==> src/cmdu_pkg.sv <==
// package for the multichannel dac update unit
// shared types, constants and functions, no dependencies
package cmdu_pkg;

  typedef enum logic [1:0] {
    ACT_SETPOINT = 2'd0,
    ACT_MODE     = 2'd1,
    ACT_CAL      = 2'd2,
    ACT_TICK     = 2'd3
  } action_t;

  typedef enum logic [2:0] {
    BK_IDLE,
    BK_SCAN,
    BK_RD,
    BK_MUL,
    BK_SUM,
    BK_EMIT
  } back_state_t;

  localparam logic [1:0]  MODE_INVALID = 2'd3;
  localparam logic [31:0] UNITY_GAIN   = 32'h0001_0000;

  // queued command, front to back
  typedef struct packed {
    action_t     action;
    logic [3:0]  channel;
    logic [31:0] value;
    logic [1:0]  range_mode;
    logic        cal_path;
    logic        cal_field;
  } cmd_t;

  function automatic logic [4:0] addr_map(input logic p, input logic [3:0] ch);
    logic [4:0] a;
    case (ch)
      4'd0: a = 5'd7;   4'd1: a = 5'd5;   4'd2: a = 5'd3;   4'd3: a = 5'd1;
      4'd4: a = 5'd31;  4'd5: a = 5'd29;  4'd6: a = 5'd27;  4'd7: a = 5'd25;
      4'd8: a = 5'd23;  4'd9: a = 5'd21;  4'd10: a = 5'd19; 4'd11: a = 5'd17;
      4'd12: a = 5'd15; 4'd13: a = 5'd13; 4'd14: a = 5'd11; default: a = 5'd9;
    endcase
    return p ? (a - 5'd1) : a;
  endfunction

  function automatic logic signed [31:0] range_lo(input logic [1:0] m);
    return (m == 2'd2) ? -32'sd655360 : 32'sd0;
  endfunction

  function automatic logic signed [31:0] range_hi(input logic [1:0] m);
    case (m)
      2'd0:    return 32'sd327680;
      2'd1:    return 32'sd1310720;
      default: return 32'sd655360;
    endcase
  endfunction

endpackage

==> src/cmdu_front.sv <==
// front end: accepts commands, drops ignored ones, pushes to the queue
// depends on cmdu_pkg
module cmdu_front #(
  parameter int CHANNELS = 16,
  parameter int DEPTH    = 4
) (
  input  logic               clk,
  input  logic               rst_n,
  input  logic               start,
  output logic               busy,
  input  cmdu_pkg::cmd_t     cmd_in,
  input  logic               pop,
  output logic               q_valid,
  output cmdu_pkg::cmd_t     q_head
);
  import cmdu_pkg::*;

  localparam int AW = $clog2(DEPTH);

  cmd_t          q_mem [DEPTH];
  logic [AW-1:0] wr_r, wr_nxt, rd_r, rd_nxt;
  logic [AW:0]   cnt_r, cnt_nxt;
  logic          keep, push;

  always_comb begin
    keep = 1'b1;
    if (cmd_in.action != ACT_TICK) begin
      if ({1'b0, cmd_in.channel} >= 5'(CHANNELS)) keep = 1'b0;
      else if (cmd_in.action != ACT_SETPOINT && cmd_in.range_mode == MODE_INVALID)
        keep = 1'b0;
    end
  end

  assign busy    = (cnt_r == (AW+1)'(DEPTH));
  assign push    = start && !busy && keep;
  assign q_valid = (cnt_r != '0);
  assign q_head  = q_mem[rd_r];

  always_comb begin
    wr_nxt  = push ? AW'((32'(wr_r) + 1) % DEPTH) : wr_r;
    rd_nxt  = pop ? AW'((32'(rd_r) + 1) % DEPTH) : rd_r;
    cnt_nxt = cnt_r + (AW+1)'(push) - (AW+1)'(pop);
  end

  always_ff @(posedge clk) begin
    if (!rst_n) begin
      wr_r <= '0; rd_r <= '0; cnt_r <= '0;
    end else begin
      wr_r <= wr_nxt; rd_r <= rd_nxt; cnt_r <= cnt_nxt;
    end
  end

  always_ff @(posedge clk) begin
    if (push) q_mem[wr_r] <= cmd_in;
  end

  always_ff @(posedge clk) begin
    if (rst_n) begin
      assert (!(pop && !q_valid)) else $error("pop from empty queue");
      assert (cnt_r <= (AW+1)'(DEPTH)) else $error("queue count overflow");
    end
  end
  a_no_push_full: assert property (@(posedge clk) disable iff (!rst_n)
    busy && !pop |=> busy) else $error("full queue lost an entry");
endmodule

==> config.mk <==
export PLATFORM = sky130hd
export DESIGN_NAME = cmdu_front
export DESIGN_NICKNAME = d
export VERILOG_FILES = /design/src/cmdu_pkg.sv /design/src/cmdu_front.sv
export SDC_FILE = /design/constraint.sdc
export NUM_CORES = 1
export LEC_CHECK = 0
export BUFFER_PORTS_ARGS = -buffer_cell sky130_fd_sc_hd__buf_2
export CAP_MARGIN = 40
export CORE_MARGIN = 2
export CORE_UTILIZATION = 50
export CTS_CLUSTER_DIAMETER = 30
export DETAILED_ROUTE_END_ITERATION = 6
export MAX_ROUTING_LAYER = met4
export PLACE_DENSITY = 0.77
export SLEW_MARGIN = 20
export SYNTH_ARGS = -nofsm -noshare
export SYNTH_HDL_FRONTEND = slang
export SYNTH_SLANG_ARGS = --single-unit
==> constraint.sdc <==
create_clock -name clk -period 3.2 [get_ports clk]
set_clock_uncertainty 0.1 [all_clocks]
set_input_delay 0.48 -clock clk [delete_from_list [all_inputs] [get_ports clk]]
set_output_delay 0.48 -clock clk [all_outputs]
set_load 0.03 [all_outputs]
==> out/qor.yml, run 1 <==
p_int_w: 0.00441
fmax_ghz: 0.376
worstMarginPinSlew_ns: 0.546
r2r-start: "cnt_r[1]$_SDFF_PN0_"
drtIter0Drc: 244
synth_cell_type_count: 19
dr.pass1.iters: 5
via_per_inst: 5.29
clock_latency_ns: 0.42
hpwl_um: 6620
setup_viol: 0
syn_nets: 321
rsz0062_at_grt: "false"
fin_crit_sh_pct: 83.2
p_seq_share_pct: 48.5
fin_setup_tns_ns: 0
die_x_um: 119
critical-path-top-delay-family: "flip-flops"
seq_area_um2: 5230
cts_resized: 0
finalMaxSlewViolations: 0
status: "complete, no violations"
nets: 428
syn-cell-area_um2: 6560
die-area_um2: 14100
postRouteAntennaNets: 0
core_region_area_um2: 12700
post_cts_buffers: 0
layout-drive-gt1-share_pct: 46.3
grt_pass1_vias: 3075
antenna_found_initial: 1
wire_per_inst_um: 19.2
io_buffers: 89
syn_to_final_growth_pct: 19.9
min_period_ns: 2.66
ctsLongestPathBuffers: 2
synth_top_area_share_pct: 76.9
crit_path_top_delay_cell: "dfxtp_4"
combPwrFrac_pct: 15.4
relSlewSlack_pct: 63.6
final_common_cell: "edfxtp_1"
path_buf_inv: 2
worst_path_largest_cell_delay_ns: 0.59
avgSynthCellArea_um2: 24.5
timing_hold_violations_final: 0
mostFrequentLayoutCells: "168 x edfxtp_1, 89 x buf_2, 42 x mux4_2"
std_cell_rows: 41
start_util_pct: 51.6
drv_cap: 0
synth_top_area_cell: "edfxtp_1"
ys_ff_latch: 177
syn_inst: 268
cp-end-kind: "primary output"
cts_hold_buf: 0
peakVddDrop_mv: 0.456
path_clk_slew_ns: 0.06
post_dp_cell_area_um2: 7250
nFillCells: 918
min_to: "q_mem[3][21]$_DFFE_PP_"
cts_sinks: 177
ys_seq_area_share_pct: 79.6
sw_frac_of_total_pct: 24.8
finalPower_w: 0.00586
worstPathCellList: "buf_12 -> mux4_2 -> buf_2"
p_switching_w: 0.00146
numCtsBuffers: 17
h-tree-depth: 4
hp-start: "cmd_in[21]"
worstPathArrival_ns: 2.08
r2r_slack_ns: 0.66
hold_path_class: "in -> reg"
crit_path_start_kind: "register"
clkPwrFrac_pct: 36.0
grt-ovfl-total: 0
reg2reg_depth: 11
p_leak_nw: 2.69
path_max_fanout: 25
synth_area_leaders: "edfxtp_1 77%, mux4_2 14%, dfxtp_1 2.7%"
timing.hold.ws_ns: 0.172
vias: 2965
r2r_end: "cnt_r[2]$_SDFF_PN0_"
grt_max_degree: 26
gp_congestion: 0.696
setup_slack_ns: 0.539
ys_warn_count: 0
drc: 0
powerDensity_nw_per_um2: 745
grt_pass1_wl_um: 16700
critPathKind: "reg -> out"
clock-root-buffer: "clkbuf_16"
routed_wl_um: 10800
dp_slack_ns: 0.310
io-pin-count: 90
required_ns: 2.62
multi_input_area_um2: 1240
dieHeight_um: 119
critical_path_depth: 3
grt_usage_pct: 17.0
min_path_cells: 1
finalInstanceArea_um2: 7870
cts_tree: "done"
cells in the mapped netlist:
library cell and number:
fa_1 1, mux4_2 42, buf_2 4, xnor2_1 3, or3_1 1, inv_1 6, xor2_1 2, buf_6 5
and2_1 8, clkbuf_1 2, dfxtp_1 9, and2_2 1, nor3b_2 1, nor2b_1 1, mux2i_1 2, a311oi_4 1
nand2_1 5, ha_1 6, edfxtp_1 168
worst reg2reg max path: cells and delay by family, from the launching register on:
family | cells | cell delay (ns)
compound gates | 1 | 0.41
xor+xnor | 2 | 0.26
fa+ha+maj | 3 | 0.78
buf+inv | 3 | 0.20
flops | 1 | 0.43
simple gates | 2 | 0.25
metal layers:
metal	wire length, um	vias up	track usage [%]
met3	586	18	5.41
met1	4520	1543	21.5
met4	178	0	6.92
met5	0	-	-
met2	5480	74	25.8
li1	-	1330	-
worst max-delay path by stage:
stage                from               endpoint  slack (ns)
3_3_place_gp   cmd_in[41]    cnt_r[2]$_SDFF_PN0_        0.40
5_1_grt          register             q_head[37]        0.40
6_report         register             q_head[37]        0.54
4_1_cts          register             q_head[37]        0.46
3_5_place_dp   cmd_in[41]    cnt_r[2]$_SDFF_PN0_        0.31
2_1_floorplan  cmd_in[41]  q_mem[0][0]$_DFFE_PP_        0.56
logic make-up after synthesis:
logic type / after synthesis / synth area share (%)
flip-flops: 177 / 79.6
multiplexers: 44 / 14.7
AND/OR/NAND/NOR: 17 / 1.54
XOR/XNOR: 5 / 0.667
buffers and inverters: 17 / 1.62
adder cells (fa/ha/maj): 7 / 1.45
AO/OA/AOI/OAI: 1 / 0.400
power by group through the flow:
stage | logic (W) | clock network (W) | registers, W
final | 0.000905 | 0.00211 | 0.00285
after global routing | 0.000968 | 0.00225 | 0.00287
after CTS | 0.000925 | 0.00216 | 0.00285
after detailed placement | 0.000924 | 0 | 0.00290
after global placement | 0.000910 | 0 | 0.00288
after floorplan | 0.000668 | 0 | 0.00286
sequential cells by signal, indices dropped and copies added, names as in the netlist, named ones only:
signal and count:
wr_r 2, rd_r 2, cnt_r 3, q_mem 168
layout make-up:
type	count	area share, %
Sequential cell	177	66.5
Multi-Input combinational cell	74	15.7
Timing Repair Buffer	99	6.93
Clock buffer	17	5.41
Tap cell	172	2.74
Clock inverter	14	2.39
Inverter	6	0.286
Antenna cell	2	0.0636
through the flow:
step,utilization (%),std cells
after floorplan,-,268
after global placement,57.0,528
after global routing,61.8,560
after CTS,61.8,559
after detailed placement,57.0,528
final,61.8,561
Note: power is estimated with default switching activity, not from simulation.
==> inputs of run 2 (changes only) <==
- clock period: 3.2 -> 2.74 ns (I/O delays scaled with it)
==> run 2 against run 1 <==
  * Via count rose by 1.6%
  * Largest power group unchanged
  * First-iteration DRC count fell by 2.0%
  * Global-route usage rose by 0.25 points
  * Total power rose by 15%
  * Sequential share of layout area did not move
  * Count of clock-buffer cells in the layout rose by 1
  * Largest cell class unchanged
  * Die area did not move
  * Non-clock buffer count rose by 2
  * Combinational power rose by 22%
  * Register-to-register slack got worse by 0.33 ns
  * Final cell count rose by 0.36%
==> out/qor.yml, run 2 (same netlist as run 1, synthesis figures left out) <==
status: "complete, no violations"  # unchanged
finalPower_w: 0.00674  # was 0.00586 W
postRouteAntennaNets: 0  # unchanged
drv_cap: 0  # unchanged
seq_area_um2: 5230  # unchanged
setup_viol: 0  # unchanged
required_ns: 2.23  # was 2.62 ns
largest_registers: "q_mem: 168 flops, cnt_r: 3 flops"  # unchanged
h-tree-depth: 4  # unchanged
grt_usage_pct: 17.3  # was 17.0%
crit_path_start_kind: "register"  # unchanged
hold_path_class: "in -> reg"  # unchanged
io_buffers: 89  # unchanged
min_period_ns: 2.51
p_leak_nw: 2.70  # was 2.69 nW
r2r-start: "cnt_r[1]$_SDFF_PN0_"  # unchanged
multi_input_area_um2: 1240  # unchanged
clock_latency_ns: 0.41  # was 0.42 ns
largest_reg_flops: 168  # unchanged
std_cell_rows: 41  # unchanged
io-pin-count: 90  # unchanged
antenna_found_initial: 1  # unchanged
worstPathArrival_ns: 2.00  # was 2.08 ns
die-area_um2: 14100  # unchanged
powerDensity_nw_per_um2: 857  # was 745 nW/um2
finalMaxSlewViolations: 0  # unchanged
timing.hold.ws_ns: 0.109  # was 0.172 ns
rsz0062_at_grt: "false"  # unchanged
dr.pass1.iters: 4  # was 5
relSlewSlack_pct: 76.0  # was 63.6%
hpwl_um: 6850  # was 6620 um
die_x_um: 119  # unchanged
routed_wl_um: 10900  # was 10,800 um
grt-ovfl-total: 0  # unchanged
vias: 3012  # was 2,965
dieHeight_um: 119  # unchanged
clock-root-buffer: "clkbuf_16"  # unchanged
gp_congestion: 0.712  # was 0.696
drtIter0Drc: 239  # was 244
cts_hold_buf: 0  # unchanged
cts_tree: "done"  # unchanged
core_region_area_um2: 12700  # unchanged
fin_crit_sh_pct: 91.8
layout-drive-gt1-share_pct: 45.9  # was 46.3%
grt_pass1_wl_um: 17100  # was 16,700 um
post_cts_buffers: 0  # unchanged
cts_resized: 0  # unchanged
nets: 430  # was 428
via_per_inst: 5.35  # was 5.29
grt_pass1_vias: 3191  # was 3,075
timing_hold_violations_final: 0  # unchanged
fmax_ghz: 0.398
nFillCells: 930  # was 918
grt_max_degree: 32  # was 26
fin_setup_tns_ns: 0  # unchanged
hp-start: "cmd_in[26]"  # was cmd_in[21]
start_util_pct: 51.6  # unchanged
wire_per_inst_um: 19.4  # was 19.2 um
ctsLongestPathBuffers: 2  # unchanged
cp-end-kind: "primary output"  # unchanged
drc: 0  # unchanged
path_max_fanout: 14  # was 25
numCtsBuffers: 17  # unchanged
mostFrequentLayoutCells: "168 x edfxtp_1, 89 x buf_2, 42 x mux4_2"  # unchanged
syn_to_final_growth_pct: 19.9  # unchanged
worstMarginPinSlew_ns: 0.360  # was 0.546 ns
regMostFlops: "q_mem"  # unchanged
cts_sinks: 177  # unchanged
critPathKind: "reg -> out"  # unchanged
final_util_pct: 61.8  # unchanged
path_clk_slew_ns: 0.06  # about the same
peakVddDrop_mv: 0.441  # was 0.456 mV
final_common_cell: "edfxtp_1"  # unchanged
-- run 2: cell types whose count changed in the layout (fill, tap and decap cells not counted), moves of 2 or more --
cell / change
clkinv_2: +3
buf_12: +2
clkinv_1: +2
inv_6: -2
-- run 2: area by class of cell --
type | count | share of cell area (%)
tap | 172 | 2.74
sequential | 177 | 66.5
antenna | 1 | 0.0318
clock buffer | 18 | 5.45
multi-input combinational | 74 | 15.7
timing repair buffer | 101 | 7.44
inverter | 6 | 0.286
clock inverter | 14 | 1.86
-- run 2: worst max-delay path, cell delays in order (launching register included) --
cell and delay, ns:
dfxtp_4 0.55, buf_4 0.31, mux4_2 0.53, buf_2 0.20
-- run 2: per-stage QoR --
stage	setup slack [ns]	instance area, um2	instances
after global routing	0.0827	7870	563
final	0.225	7870	563
after global placement	0.151	7290	530
after detailed placement	0.0646	7290	530
after floorplan	0.167	6560	268
after CTS	0.147	7870	562
-- run 2: metal layers --
layer  GRT usage [%]  share of wire, %  vias up  routed length [um]
met5               -                 0        -                   0
met4            7.37               1.6        0                 172
met3            4.68               4.1       17                 450
met2            26.9                52       72                5640
met1            21.6                43     1594                4660
li1                -                 -     1329                   -
-- run 2: where the power goes --
| group | total [W] | switching (W) | internal, W |
|---|---|---|---|
| logic | 0.00110 | 0.000676 | 0.000422 |
| registers | 0.00332 | 0.0000890 | 0.00323 |
| clock network | 0.00232 | 0.000912 | 0.00141 |
-- run 2: final timing paths --
path	endpoint	slack, ns	cells past startpoint
setup / recovery	q_head[16]	0.23	3
hold / removal	q_mem[3][26]$_DFFE_PP_	0.11	1
setup reg to reg	cnt_r[2]$_SDFF_PN0_	0.33	11
hold reg to reg	wr_r[1]$_SDFFE_PN0P_	0.41	2
==> inputs of run 3 (changes only) <==
- CORE_MARGIN: 2 -> 3
- PLACE_DENSITY: 0.77 -> default
- PLACE_DENSITY_LB_ADDON: default -> 0.12
==> run 3 against run 2 <==
  * Register-to-register slack about the same
  * Die area increased by 3.4%
  * Sequential power about the same
  * Sequential share of layout area decreased by 0.52 points
  * Routed wire length decreased by 4.0%
  * Highest routed layer unchanged
==> out/qor.yml, run 3 (same netlist as run 1, synthesis figures left out) <==
finalMaxSlewViolations: 0  # unchanged
r2r-start: "cnt_r[1]$_SDFF_PN0_"  # unchanged
cts_tree: "done"  # unchanged
nFillCells: 943  # was 930
critPathKind: "reg -> out"  # unchanged
path_max_fanout: 16  # was 14
seq_area_um2: 5230  # unchanged
cts_sinks: 177  # unchanged
peakVddDrop_mv: 0.556  # was 0.441 mV
postRouteAntennaNets: 0  # unchanged
drc: 0  # unchanged
io_buffers: 89  # unchanged
powerDensity_nw_per_um2: 851  # was 857 nW/um2
ctsLongestPathBuffers: 2  # unchanged
clock_latency_ns: 0.41  # about the same
p_switching_w: 0.00174  # was 0.00168 W
fin_crit_sh_pct: 89.9  # was 91.8%
std_cell_rows: 41  # unchanged
r2r_end: "cnt_r[2]$_SDFF_PN0_"  # unchanged
grt_max_degree: 32  # unchanged
numCtsBuffers: 17  # unchanged
drv_cap: 0  # unchanged
combPwrFrac_pct: 16.3  # about the same
status: "complete, no violations"  # unchanged
antenna_found_initial: 1  # unchanged
setup_viol: 0  # unchanged
syn_to_final_growth_pct: 20.8  # was 19.9%
worstPathArrival_ns: 1.95  # was 2.00 ns
gp_congestion: 0.717  # was 0.712
cts_resized: 0  # unchanged
min_path_cells: 1  # unchanged
nets: 432  # was 430
layout-drive-gt1-share_pct: 47.2  # was 45.9%
required_ns: 2.23  # about the same
timing_hold_violations_final: 0  # unchanged
vias: 2958  # was 3,012
min_period_ns: 2.46  # was 2.51 ns
die-area_um2: 14500  # was 14,100 um2
grt_pass1_vias: 3177  # was 3,191
core_region_area_um2: 12700  # unchanged
multi_input_area_um2: 1240  # unchanged
h-tree-depth: 4  # unchanged
r2r_slack_ns: 0.34  # was 0.33 ns
largest_reg_flops: 168  # unchanged
min_to: "q_mem[1][16]$_DFFE_PP_"  # was q_mem[3][26]$_DFFE_PP_
start_util_pct: 51.6  # unchanged
rsz0062_at_grt: "false"  # unchanged
post_cts_buffers: 0  # unchanged
hpwl_um: 6730  # was 6850 um
mostFrequentLayoutCells: "168 x edfxtp_1, 89 x buf_2, 42 x mux4_2"  # unchanged
dieHeight_um: 121  # was 119 um
path_clk_slew_ns: 0.06  # about the same
io-pin-count: 90  # unchanged
dr.pass1.iters: 4  # unchanged
clock-root-buffer: "clkbuf_16"  # unchanged
fin_setup_tns_ns: 0  # unchanged
grt-ovfl-total: 0  # unchanged
sw_frac_of_total_pct: 25.8  # was 24.9%
p_seq_share_pct: 49.1  # was 49.2%
via_per_inst: 5.24  # was 5.35
grt_usage_pct: 16.3  # was 17.3%
crit_path_start_kind: "register"  # unchanged
hold_path_class: "in -> reg"  # unchanged
worstMarginPinSlew_ns: 0.507  # was 0.360 ns
fmax_ghz: 0.406  # was 0.398 GHz
final_common_cell: "edfxtp_1"  # unchanged
wire_per_inst_um: 18.5  # was 19.4 um
clkPwrFrac_pct: 34.6  # was 34.5%
grt_pass1_wl_um: 17100  # about the same
p_int_w: 0.00501  # was 0.00506 W
p_leak_nw: 2.71  # was 2.70 nW
drtIter0Drc: 194  # was 239
hp-start: "cmd_in[16]"  # was cmd_in[26]
routed_wl_um: 10500  # was 10,900 um
relSlewSlack_pct: 66.2  # was 76.0%
largest_registers: "q_mem: 168 flops, cnt_r: 3 flops"  # unchanged
timing.hold.ws_ns: 0.110  # was 0.109 ns
cts_hold_buf: 0  # unchanged
reg2reg_depth: 11  # unchanged
cp-end-kind: "primary output"  # unchanged
finalInstanceArea_um2: 7930  # was 7870 um2
regMostFlops: "q_mem"  # unchanged
post_dp_cell_area_um2: 7340  # was 7290 um2
die_x_um: 121  # was 119 um
-- run 3: cell types whose count changed in the layout (fill, tap and decap cells not counted), sizes merged --
cell and change:
buf +2, bufinv -1, clkbuf -1, clkinv -4, clkinvlp +3, inv +3
-- run 3: cell type report --
cell class                 instances  share of cell area (%)
multi-input combinational         74                    15.6
timing repair buffer             103                    8.05
clock inverter                    15                    2.02
inverter                           6                   0.284
sequential                       177                    66.0
antenna                            1                  0.0316
tap                              172                    2.71
clock buffer                      17                    5.36
-- run 3: worst max-delay path by stage --
stage	cells after the start	start	slack, ns	endpoint
6_report	3	register	0.28	q_head[25]
3_5_place_dp	12	cmd_in[41]	0.10	cnt_r[2]$_SDFF_PN0_
2_1_floorplan	3	cmd_in[41]	0.17	q_mem[2][0]$_DFFE_PP_
4_1_cts	3	register	0.21	q_head[25]
5_1_grt	11	cnt_r[1]$_SDFF_PN0_	0.13	cnt_r[2]$_SDFF_PN0_
3_3_place_gp	12	cmd_in[41]	0.15	cnt_r[2]$_SDFF_PN0_
-- run 3: power groups by stage --
stage               clock, W  sequential [W]  combinational [W]
CTS                  0.00240         0.00332            0.00112
detailed placement         0         0.00338            0.00112
floorplan                  0         0.00334           0.000781
finish               0.00234         0.00332            0.00110
global placement           0         0.00337            0.00111
global route         0.00251         0.00334            0.00118
-- run 3: per-stage QoR --
| stage | worst slack (ns) | total power (W) | cells | utilization (%) |
|---|---|---|---|---|
| after CTS | 0.211 | 0.00684 | 564 | 62.3 |
| final | 0.276 | 0.00675 | 565 | 62.3 |
| after global routing | 0.128 | 0.00703 | 565 | 62.3 |
| after floorplan | 0.167 | 0.00412 | 268 | - |
| after detailed placement | 0.101 | 0.00450 | 532 | 57.7 |
| after global placement | 0.154 | 0.00448 | 532 | 57.7 |
-- run 3: layer usage --
layer | track usage, % | wire [um] | part of all wire, % | vias to the layer above
met5 | - | 0 | 0 | -
met3 | 4.91 | 589 | 5.6 | 11
met1 | 21.0 | 4490 | 43 | 1533
met4 | 5.67 | 150 | 1.4 | 0
li1 | - | - | - | 1335
met2 | 25.1 | 5250 | 50 | 79
-- run 3: worst max-delay path, stage by stage (launching register included) --
cell and delay, ns:
dfxtp_4 0.57, buf_12 0.23, mux4_2 0.52, buf_2 0.20
